===== src/hdl/assert_macros.svh =====
// Assertion helpers shared by the RTL. Both sample on the rising edge of clock and are
// switched off while reset is high.
`ifndef ASSERT_MACROS_SVH
`define ASSERT_MACROS_SVH

// A condition that holds at every clock edge.
`define ASSERT_ALWAYS(lbl, cond, msg) \
   lbl: assert property (@(posedge clock) disable iff (reset) (cond)) else $error(msg);

// A condition that, once seen, forces a consequence in the same cycle.
`define ASSERT_IMPLY(lbl, ante, cons, msg) \
   lbl: assert property (@(posedge clock) disable iff (reset) (ante) |-> (cons)) else $error(msg);

`endif


===== src/hdl/psrmd_ram.sv =====
module psrmd_ram #(
   parameter int DATA_W = 8,
   parameter int DEPTH = 16
) (
   input  logic                       clock,
   input  logic                       wr_en,
   input  logic [$clog2(DEPTH)-1:0]   wr_addr,
   input  logic [DATA_W-1:0]          wr_data,
   input  logic [$clog2(DEPTH)-1:0]   rd_addr,
   output logic [DATA_W-1:0]          rd_data
);

   logic [DATA_W-1:0] mem [DEPTH];
   logic [DATA_W-1:0] rd_data_ff;

   always_ff @(posedge clock) begin
      if (wr_en) begin
         mem[wr_addr] <= wr_data;
      end
      rd_data_ff <= mem[rd_addr];
   end

   assign rd_data = rd_data_ff;

endmodule


===== config.mk =====
export PLATFORM = sky130hd
export DESIGN_NAME = psrmd_ram
export DESIGN_NICKNAME = d
export VERILOG_FILES = /design/src/hdl/assert_macros.svh /design/src/hdl/psrmd_ram.sv
export SDC_FILE = /design/constraint.sdc
export NUM_CORES = 1
export LEC_CHECK = 0
export BUFFER_PORTS_ARGS = -buffer_cell sky130_fd_sc_hd__buf_2
export CORE_MARGIN = 2
export CORE_UTILIZATION = 55
export CTS_CLUSTER_SIZE = 16
export DETAILED_ROUTE_END_ITERATION = 16
export PLACE_DENSITY = 0.73
export SKIP_CTS_REPAIR_TIMING = 1
export SLEW_MARGIN = 40
export SYNTH_ARGS = -nofsm -noshare
export SYNTH_HDL_FRONTEND = slang
export SYNTH_SLANG_ARGS = --single-unit

===== constraint.sdc =====
create_clock -name clock -period 3.2 [get_ports clock]
set_clock_uncertainty 0.2 [all_clocks]
set_input_delay 0.32 -clock clock [delete_from_list [all_inputs] [get_ports clock]]
set_output_delay 0.32 -clock clock [all_outputs]
set_load 0.05 [all_outputs]

Word level (Yosys, flattened, before mapping)
Memories as Yosys holds them, arrays and structs flattened. A register that Yosys moved wholly into a read port is not among the register bits.
Index checks and enable logic that the tools add are counted.

word-level totals
  word-level logic and storage cells = 3
  memories kept = 1
  memory bits (writable) = 128
  input bits = 18
  output and inout bits = 8
  flip-flop bits (word level) = 0

memory list
  memory  depth  width  rd ports  clocked after memory_dff  write ports  line             RTL
  mem     16     8      1         1                         1            psrmd_ram.sv:13  logic [DATA_W-1:0] mem [DEPTH];

operators by class
  multiplexer cells = 2

operators with widths
  kind     number
  $mux W1  2

Logic depth before layout (Yosys ltp)
  depth in word-level cells = 2
  mapped depth = 5
  depth with buffers taken out = 3

Least setup slack after synthesis
OpenSTA, ideal clock, no wires.

  path type = in2reg
  start = input wr_addr[2]
  end = memory mem[0][0], enable pin
  setup slack = 1.187 ns
  stages = 2
  setup time = 0.383 ns
  arrival time = 1.430 ns
  path buffers = 0
  required time = 2.617 ns
  path through = or3b_2 nor3_1

RTL lines
  what             line             RTL
  start, declared  psrmd_ram.sv:7   input logic [$clog2(DEPTH)-1:0] wr_addr,
  end, declared    psrmd_ram.sv:13

No word-level cell before the write port.

==> impl.org <==
** Placement
- Buffers placed on the I/O ports in this run total 25.
- Detailed placement finished with a half-perimeter wire length of roughly 5.8 mm.
- Gpl congestion :: 0.717
- The placed instances occupy a cell area of around 0.0054 sq mm.

** Timing
- Pins Over Slew Limit :: 0
- Final critical path time including I/O delays and setup :: approximately 1.8 ns
- Unrepaired setup endpoints after global routing :: false
- The final critical path takes up approximately 56% of the cycle.
- Setup violations remaining at the end of the flow were counted as 0.
- Max Clk Rate :: about 560 MHz
- The number of hold violations in the final report was 0.
- After routing, the total negative slack on setup checks comes to 0 ns.
- The worst pin sits at a relative slew slack of roughly 45%.
- Transition time of the tightest slew-check pin :: between 0.8 and 0.9 ns

** Synth
- Syn. warnings :: 0
- The mapped netlist covers roughly 0.0051 sq mm.
- The biggest area contributor in the post-synthesis netlist is edfxtp_1.
- Proportion of synthesized flip-flops having asynchronous set or reset :: 0%
- Most frequent cells after synthesis :: edfxtp_1 (128), mux4_2 (18), a22oi_1 (16), mux4_1 (14), nor2_1 (13)
- Post-synthesis instance total :: 229
- Mean post-synth cell area :: 22.5 sq um
- Distinct cells, synth :: 19
- Leading cell types by total area after synthesis :: edfxtp_1 (75%), mux4_2 (7.9%), mux4_1 (7.1%)
- Yosys reg bits :: between 100 and 150
- Yosys instantiated no cell more often than edfxtp_1.
- The top cell type by area accounts for between 70% and 80% of the synthesized area.
- Dominant synthesized flop cell :: edfxtp_1
- Count of flip-flops with a built-in enable after synthesis :: about 130
- The number of nets handed over by synthesis was around 250.
- Register area share after synthesis :: between 70% and 80%

** Clocking
- Clock root buffer master :: clkbuf_8
- The H-tree was split into 4 levels.
- Maximum count of clock buffers along a single path :: 2
- Number of clock sinks :: between 100 and 150
- Clock latency at the later pin of the worst-skew pair :: 0.52 ns
- TritonCTS clock tree :: done
- Clock-pin slew was measured on the worst setup and hold paths at about 0.060 ns.
- Clock tree synthesis inserted a total of 17 buffers.

** Worst setup path
- Worst setup slack for register-to-register paths :: 1.56 ns
- Stages on worst setup path :: 5
- Type of destination of the critical path :: register
- Crit-path max cell delay :: about 0.57 ns
- For the worst setup path, the data arrival time is a little under 2 ns.
- R2R depth :: 3
- The slowest stage of the critical path belongs to the cell mux4_1.
- Counting both buffers and inverters, the worst setup path holds a total of 2.
- At the worst endpoint, the required time is about 3.4 ns.
- STA classifies the critical path startpoint as a primary input.
- Crit path max-delay family :: buffers and inverters
- Series of cell instances along the critical path :: buf_2, buf_4, mux4_1, a22oi_1, nand2_1
- The setup path with the least slack is of type in2reg.
- Along the worst path, the maximum fanout reaches 18.

** Drt
- Antenna Nets Post-Route :: 0
- Number of search-and-repair iterations in the first detailed-routing pass :: 4
- For this run, design rule violations remaining after detail routing come to 0.
- Using the TritonRoute via totals, the vias-per-cell ratio works out to slightly below 6.
- Dividing the detail-routed wire length by the instance count gives around 23 um.
- Summed over all layers, the routed wires come to between 9 and 10 mm.
- DRC violation total after the first TritonRoute iteration :: 229
- The routed layout has 2376 vias.

** Die
- Measured along the y axis, the die boundary spans 101 um.
- Core region area :: 0.00915 sq mm
- I/O pin count :: 26
- In this run the core area contains 35 standard-cell rows.
- The floorplan step set the die width to 101 um.
- Once the floorplan was initialized, standard cells occupied between 50% and 60% of the core.
- The floorplan step defined a die boundary enclosing between 0.01 and 0.015 sq mm.

** Final layout
- Total number of nets in the final design :: 292
- Cells with a size suffix above 1 make up between 20 and 30% of the layout.
- Ant. Diodes :: 0
- The area growth from synthesis to layout is 18.2%.
- After routing the design area is 0.00608 sq mm.

** Global routing
- Number of antenna violations at the first check in global routing :: 0
- Summed over all layers, the global routing overflow is 0.
- Entering global routing, the biggest net connects 33 pins.
- Vias in the first global route :: 2423
- Global-route wire length before repair :: 14.0 mm
- For this run, the total global-route usage over all layers was measured as 20.1%.

** Pwr
- Power per cell area :: around 710 mW/mm^2
- VDD IR-drop max :: approximately 0.37 mV
- Summed over all cells, the static leakage comes to around 0.0021 uW.

** Outcome
- Run status :: completed

** Hold path
- The path class of the tightest hold or removal check is in2reg.
- Along the worst hold path, the cell count comes to 1.

** Flow run
- Max-cap violations in this run came to 0.
## cells in the final DEF, fill, tap and decap left out, drive strengths merged, types with 4 or more instances in the layout
master / instances
edfxtp: 128
mux4: 32
buf: 31
clkbuf: 19
a22oi: 16
nor2: 13
nand2: 9
dfxtp: 8
bufinv: 5
dlygate4sd3: 5
nor3: 4
## registers in the layout, indices dropped and copies added (netlist names)
signal	flops
mem	128
rd_data	8
## kinds of logic (layout without fill, tap and decap cells)
family / after synthesis / in the layout / share of synthesized area, %
simple gates: 35 / 35 / 3.18
flops: 136 / 136 / 77.8
mux: 32 / 32 / 15.0
buf+inv: 10 / 68 / 1.68
compound gates: 16 / 16 / 2.33
## worst reg2reg max path: cells and delay by family, from the launching register on
| family | cells | cell delay, ns |
|---|---|---|
| AOI/OAI and AO/OA | 1 | 0.33 |
| muxes | 1 | 0.55 |
| DFF | 1 | 0.36 |
| and+or+nand+nor | 1 | 0.09 |
## stage by stage
step / setup WS, ns / total power [uW] / util [%] / instances / hold WS, ns
global route: 1.29 / 4450 / 66.5 / 398 / 0.000115
finish: 1.42 / 4320 / 66.5 / 398 / 0.00622
global placement: 0.917 / 2250 / 58.7 / 361 / 0.453
detailed placement: 0.898 / 2260 / 58.7 / 361 / 0.469
floorplan: 1.19 / 2180 / - / 229 / 0.219
CTS: 1.41 / 4350 / 65.8 / 393 / -0.0313
## power breakdown
| part | internal, uW | leakage, uW | total (uW) | switching, uW |
|---|---|---|---|---|
| Clock | 1380 | 0.000310 | 2100 | 723 |
| Sequential | 1990 | 0.00122 | 2000 | 10.1 |
| Combinational | 77.8 | 0.000521 | 222 | 144 |
| Total | 3440 | 0.00205 | 4320 | 877 |
## cell type report
cell class | count | area [sq um]
Sequential cell | 136 | 4000
Fill cell | 598 | 3070
Multi-Input combinational cell | 83 | 1070
Clock buffer | 19 | 432
Timing Repair Buffer | 36 | 220
Clock inverter | 13 | 218
Tap cell | 111 | 139
## layer usage
metal / GRT usage (%) / share of wire (%) / vias up
li1: - / - / 1067
met1: 26.9 / 41 / 1208
met2: 31.6 / 51 / 93
met3: 6.31 / 7.1 / 8
met4: 7.27 / 1.1 / 0
met5: 0 / 0 / -
## worst paths after layout
path                   start         end
setup / recovery  rd_addr[0]  rd_data[2]
hold / removal    wr_data[5]   mem[1][5]
setup reg to reg   mem[1][1]  rd_data[1]
hold reg to reg   mem[12][7]  rd_data[7]
No activity file was read; power rests on OpenSTA's default activity.
