==> src/hdl/assert_macros.svh <==
// Assertion helpers shared by the RTL. Both sample on the rising edge of clock and are
// switched off while reset is high.
`ifndef ASSERT_MACROS_SVH
`define ASSERT_MACROS_SVH

// A condition that holds at every clock edge.
`define ASSERT_ALWAYS(lbl, cond, msg) \
   lbl: assert property (@(posedge clock) disable iff (reset) (cond)) else $error(msg);

// A condition that, once seen, forces a consequence in the same cycle.
`define ASSERT_IMPLY(lbl, ante, cons, msg) \
   lbl: assert property (@(posedge clock) disable iff (reset) (ante) |-> (cons)) else $error(msg);

`endif

==> src/hdl/psrmd_sqdist.sv <==
module psrmd_sqdist #(
   parameter int CW = 16,
   parameter int TAG_W = 8
) (
   input  logic                clock,
   input  logic                reset,
   input  logic                in_valid,
   input  logic [TAG_W-1:0]    in_tag,
   input  logic [3*CW-1:0]     in_a,
   input  logic [3*CW-1:0]     in_b,
   output logic                out_valid,
   output logic [TAG_W-1:0]    out_tag,
   output logic [2*CW+3:0]     out_psum
);

   localparam int SQ_W = 2 * CW + 2;
   localparam int PS_W = 2 * CW + 4;

   logic [SQ_W-1:0]  sq_in [3];
   logic [SQ_W-1:0]  sq_ff [3];
   logic             s1_valid_ff;
   logic [TAG_W-1:0] s1_tag_ff;
   logic             s2_valid_ff;
   logic [TAG_W-1:0] s2_tag_ff;
   logic [PS_W-1:0]  psum_ff;

   always_comb begin
      for (int k = 0; k < 3; k++) begin
         logic signed [CW:0] diff;
         diff = (CW+1)'($signed(in_a[k*CW +: CW])) - (CW+1)'($signed(in_b[k*CW +: CW]));
         sq_in[k] = SQ_W'(diff * diff);
      end
   end

   always_ff @(posedge clock) begin
      if (reset) begin
         s1_valid_ff <= 1'b0;
         s2_valid_ff <= 1'b0;
      end else begin
         s1_valid_ff <= in_valid;
         s2_valid_ff <= s1_valid_ff;
      end
      for (int k = 0; k < 3; k++) begin
         sq_ff[k] <= sq_in[k];
      end
      s1_tag_ff <= in_tag;
      s2_tag_ff <= s1_tag_ff;
      psum_ff <= PS_W'(sq_ff[0]) + PS_W'(sq_ff[1]) + PS_W'(sq_ff[2]);
   end

   assign out_valid = s2_valid_ff;
   assign out_tag = s2_tag_ff;
   assign out_psum = psum_ff;

endmodule

==> config.mk <==
export PLATFORM = sky130hd
export DESIGN_NAME = psrmd_sqdist
export DESIGN_NICKNAME = d
export VERILOG_FILES = /design/src/hdl/assert_macros.svh /design/src/hdl/psrmd_sqdist.sv
export SDC_FILE = /design/constraint.sdc
export NUM_CORES = 2
export LEC_CHECK = 0
export ABC_AREA = 1
export ABC_CLOCK_PERIOD_IN_PS = 7200
export BUFFER_PORTS_ARGS = -buffer_cell sky130_fd_sc_hd__buf_2
export CAP_MARGIN = 20
export CORE_UTILIZATION = 30
export DETAILED_ROUTE_END_ITERATION = 7
export PLACE_DENSITY = 0.56
export SLEW_MARGIN = 15
export SYNTH_ARGS = -nofsm -noshare
export SYNTH_HDL_FRONTEND = slang
export SYNTH_SLANG_ARGS = --single-unit
==> constraint.sdc <==
create_clock -name clock -period 7.2 [get_ports clock]
set_clock_uncertainty 0.05 [all_clocks]
set_input_delay 1.44 -clock clock [delete_from_list [all_inputs] [get_ports clock]]
set_output_delay 1.44 -clock clock [all_outputs]
set_load 0.05 [all_outputs]
---- Word-level counts from Yosys, hierarchy flattened ----
Memory sizes are Yosys's and may differ from the RTL's.
Index checks and enable logic that the tools add are counted.
Widths: inputs -> output; s select.
word-level totals
  flip-flop bits (word level) ............. 54
  latch bits .............................. 0
  memory bits (writable) .................. 102
  bits in read-only memories .............. 0
  bits of input ports ..................... 107
  output and inout bits ................... 45
  logic and storage cells ................. 14
  memories kept ........................... 1
operators by class
  $add $sub $neg .......................... 5
  multipliers ............................. 3
  div/mod/pow operators ................... 0
  order comparisons ....................... 0
  equal/unequal tests ..................... 0
  shift operators ......................... 0
  multiplexer cells ....................... 0
  bitwise gates (word level) .............. 0
  reductions and logical operators ........ 0
memory list
  name   words  width  rd ports  clocked after memory_dff  write ports  RTL line            source
  sq_ff  3      34     3         0                         3            psrmd_sqdist.sv:20  logic [SQ_W-1:0] sq_ff [3];
operators with widths
  kind            count
  $mul 17x17->34  3
  $sub 16x16->17  3
  $add 35x34->36  1
  $add 34x34->35  1

---- Longest topological paths before layout ----
  depth after elaboration ................. 2
  mapped depth ............................ 39
  depth with buffers taken out ............ 38

---- Least setup slack after synthesis ----
Ideal clock, no wire load.
  kind .................................... input to register
  start ................................... in in_a[0]
  end ..................................... mem sq_ff[0][32] (netlist name)
  setup time .............................. 0.112 ns
  arrival time ............................ 7.615 ns
  path slack .............................. -0.577 ns
  stages .................................. 25
  buffers on the path ..................... 1
  cell sequence ........................... inv_1 -> ha_1 -> fa_1 -> xnor2_1 -> inv_1 -> clkbuf_1 -> nor2_1 -> fa_1 -> fa_1 -> inv_1 -> fa_1 -> fa_1 -> inv_1 -> fa_1 -> inv_1 -> fa_1 -> inv_1 -> ha_1 -> nand2_1 -> nor3_1 -> nand2_1 -> nor4_1 -> nand2_1 -> nand3_1 -> nand2_1
RTL lines
  what             RTL line            source
  start, declared  psrmd_sqdist.sv:9   input logic [3*CW-1:0] in_a,
  end, declared    psrmd_sqdist.sv:20

==> flow_summary.yaml <==
outcome:
  status: "complete, but fails checks"
  violations: "setup timing"
synthesis:
  synth_simple_gate_area_share_pct: 18.3
  synthFlopType: "dfxtp_1"
  yosys-top-cells-area: "fa_1 43%, inv_1 13%, ha_1 11%, nand2_1 9.3%, dfxtp_1 7.8%"
  yosysSeqAreaShare_pct: 7.76
  ys_warn_count: 0
  syn_area_per_cell_um2: 8.02
  synth_mux_area_share_pct: 0
  synth_compound_area_share_pct: 3.85
  synth_top_area_share_pct: 43.0
  yosysUniqueCellTypes: 42
  synthAdderAreaFrac_pct: 53.5
  synth_top_family_by_area: "adder cells"
  synthXorXnorAreaFrac_pct: 2.95
  synth_area_leader_cell: "fa_1"
  ys_ff_latch: 153
  synth_edf_count: 0
  synthArstFlopShare_pct: 0
  syn_area_mm2: 0.0395
  syn_inst: 4923
grt:
  overflow: 0
  grt_pass1_wl_mm: 178
  grt_util_all_layers_pct: 16.7
  grt_max_degree: 19
  grt_pass1_vias: 34700
  antenna_found_initial: 3
timing:
  fin_crit_sh_pct: 102
  slew_violations: 0
  layout_min_cycle_time_ns: 7.36
  max_freq_mhz: 136
  final_hold_viol_count: 0
  finalWorstSetupSlack_ns: -0.156
  rsz0062_at_grt: "true"
  setup_violations: 28
finish:
  final_cells: 7620
  synthToLayoutAreaGrowth_pct: 36.7
  layout-drive-gt1-share_pct: 32.0
  multi_input_area_mm2: 0.0353
  post-route-cell-area_mm2: 0.0539
  final_util_pct: 41.5
  fillers: 13000
  seq_area_mm2: 0.00306
  nets: 7152
  num_antenna_cells: 0
clocking:
  clk_path_buf_depth: 2
  cts_max_level: 4
  numCtsBuffers: 17
  clk_pin_slew_worst_paths_ns: 0.07
  root_buffer: "clkbuf_16"
  cts.sinks: 153
  insertion_delay_ns: 0.44
  tritoncts: "yes"
route:
  first_iter_violations: 1432
  drt-pass1-iter-count: 5
  routedWlPerCell_um: 14.5
  ant_nets: 0
  finalWirelength_mm: 111
  drc: 0
  dr_total_vias: 33300
  viasPerCell: 4.38
critical_path:
  cpMaxStageDelayCell: "fa_1"
  path_common_cell: "fa_1"
  worst-setup-path-type: "in -> reg"
  worst_ep_arrival_time_ns: 7.64
  crit_path_start_kind: "input pin"
  worst-path-max-fanout: 5
  end_kind: "flop"
  required_ns: 7.49
  cpPeakStageDelay_ns: 0.60
job:
  drv_cap: 0
floorplan:
  die_y_um: 365
  die_w_um: 365
  ios: 152
  die_area_mm2: 0.133
  row_count: 132
  core_mm2: 0.130
  floorplan.initialDensity_pct: 30.4
worst_hold_path:
  min_path_type: "reg -> reg"
placed_design:
  place_area_mm2: 0.0485
  place.gp.congestion: 0.902
  port_buffers: 151
  placed_cells_incl_taps: 7461
  dp_hpwl_mm: 96.9
  dpl_worst_slack_ns: -0.837
[through the flow]
stage          setup TNS [ns]  hold slack, ns
2_1_floorplan          -0.575           0.260
3_3_place_gp           -38.24           0.261
3_5_place_dp           -40.47           0.264
4_1_cts                -0.122           0.279
5_1_grt                -10.98           0.284
6_report                -1.24           0.277
[critical path: cells and delay by family]
family                     cells  cell delay, ns
adders and majority gates      9            3.97
AOI/OAI and AO/OA              1            0.17
buffers and inverters          8            0.58
and+or+nand+nor               13            1.49
[layout by cell type (no fill, tap or decap), types with 17 or more instances in the layout]
master     netlist  routed
buf_12           0      23
nand2_2          5     144
buf_2           35     146
inv_2            7     114
xor2_1          89      81
ha_4             0      97
clkbuf_16        0      18
nand2_1        983     772
dfxtp_1        153     153
inv_1         1324    1196
a21oi_2          0      56
xnor2_1         24      20
nor2_4           5      62
o21ai_0         68      37
buf_4            4     734
nand3b_1        17      17
fa_1           848     801
nand3_1        177     117
nand3_2          1      48
ha_1           332     230
fa_2             0      47
a21oi_1        157      84
a21oi_4          0      17
nor2_2           4      79
nand2_4          0      69
o21ai_1          2      19
nor2_1         503     371
nand4_1         41      41
buf_6            3      76
[path summary, 6_finish.rpt]
kind / to / slack (ns) / from / depth (start not counted)
max reg2reg: out_psum[17]$_DFF_P_ / 4.43 / sq_ff[0][74]$_DFF_P_ / 9
min: out_tag[3]$_DFF_P_ / 0.28 / s1_tag_ff[3]$_DFF_P_ / 0
min reg2reg: out_tag[3]$_DFF_P_ / 0.28 / s1_tag_ff[3]$_DFF_P_ / 0
max: sq_ff[0][32]$_DFF_P_ / -0.16 / in_a[0] / 31
[sequential cells by signal (all words and copies together), names as in the netlist]
| signal | flops |
|---|---|
| out_psum | 36 |
| sq_ff | 99 |
| out_valid | 1 |
| s1_tag_ff | 8 |
| s1_valid_ff | 1 |
| out_tag | 8 |
[layer usage]
layer  GRT usage [%]  wire, µm
met1            24.2     52700
met2            27.9     52600
met3            1.11      3830
met4            2.28      1400
met5               0         0
[cells in the mapped netlist (2+ instances only)]
cell type	n
xor2_2	8
a21boi_0	3
buf_6	3
dfxtp_1	153
nand2_1	983
nor3_1	31
o21bai_2	2
clkinv_1	8
nor2_2	4
nor2_4	5
buf_4	4
and2_1	2
nor4_1	6
o21bai_1	21
fa_1	848
inv_2	7
xor2_1	89
inv_1	1324
nand3b_1	17
a31oi_1	3
a21oi_1	157
nand4_1	41
xnor2_1	24
a21o_1	14
o21ai_0	68
o21ai_1	2
or2_2	4
ha_1	332
nor2_1	503
buf_2	35
o21a_1	5
clkbuf_1	27
nand3_1	177
nand2_2	5
[cell type report]
class | count | area share [%]
clock buffer | 19 | 0.821
clock inverter | 13 | 0.206
inverter | 1339 | 9.49
multi-input combinational | 3364 | 65.4
sequential | 153 | 5.68
tap | 1742 | 4.04
timing repair buffer | 988 | 14.3
timing repair inverter | 2 | 0.0348
[kinds of logic (layout without fill, tap and decap cells)]
logic type,after synthesis,after routing
flip-flops,153,153
AND/OR/NAND/NOR,1781,1781
XOR/XNOR,123,123
buffers and inverters,1408,2361
other,1,3
AO/OA/AOI/OAI,277,277
adder cells (fa/ha/maj),1180,1180
[repair_timing]
action                                  CTS  global route
gates cloned                              3             3
gates resized for setup                 164           823
setup buffers                            42            87
hold buffers                              0             0
endpoints found under the setup margin   58            70
endpoints found under the hold margin     0             0
pin swaps                                56           363
Power is left out: the tool's default activity adds up to more than one toggle a clock period on the data nets, which glitch-free logic cannot reach.
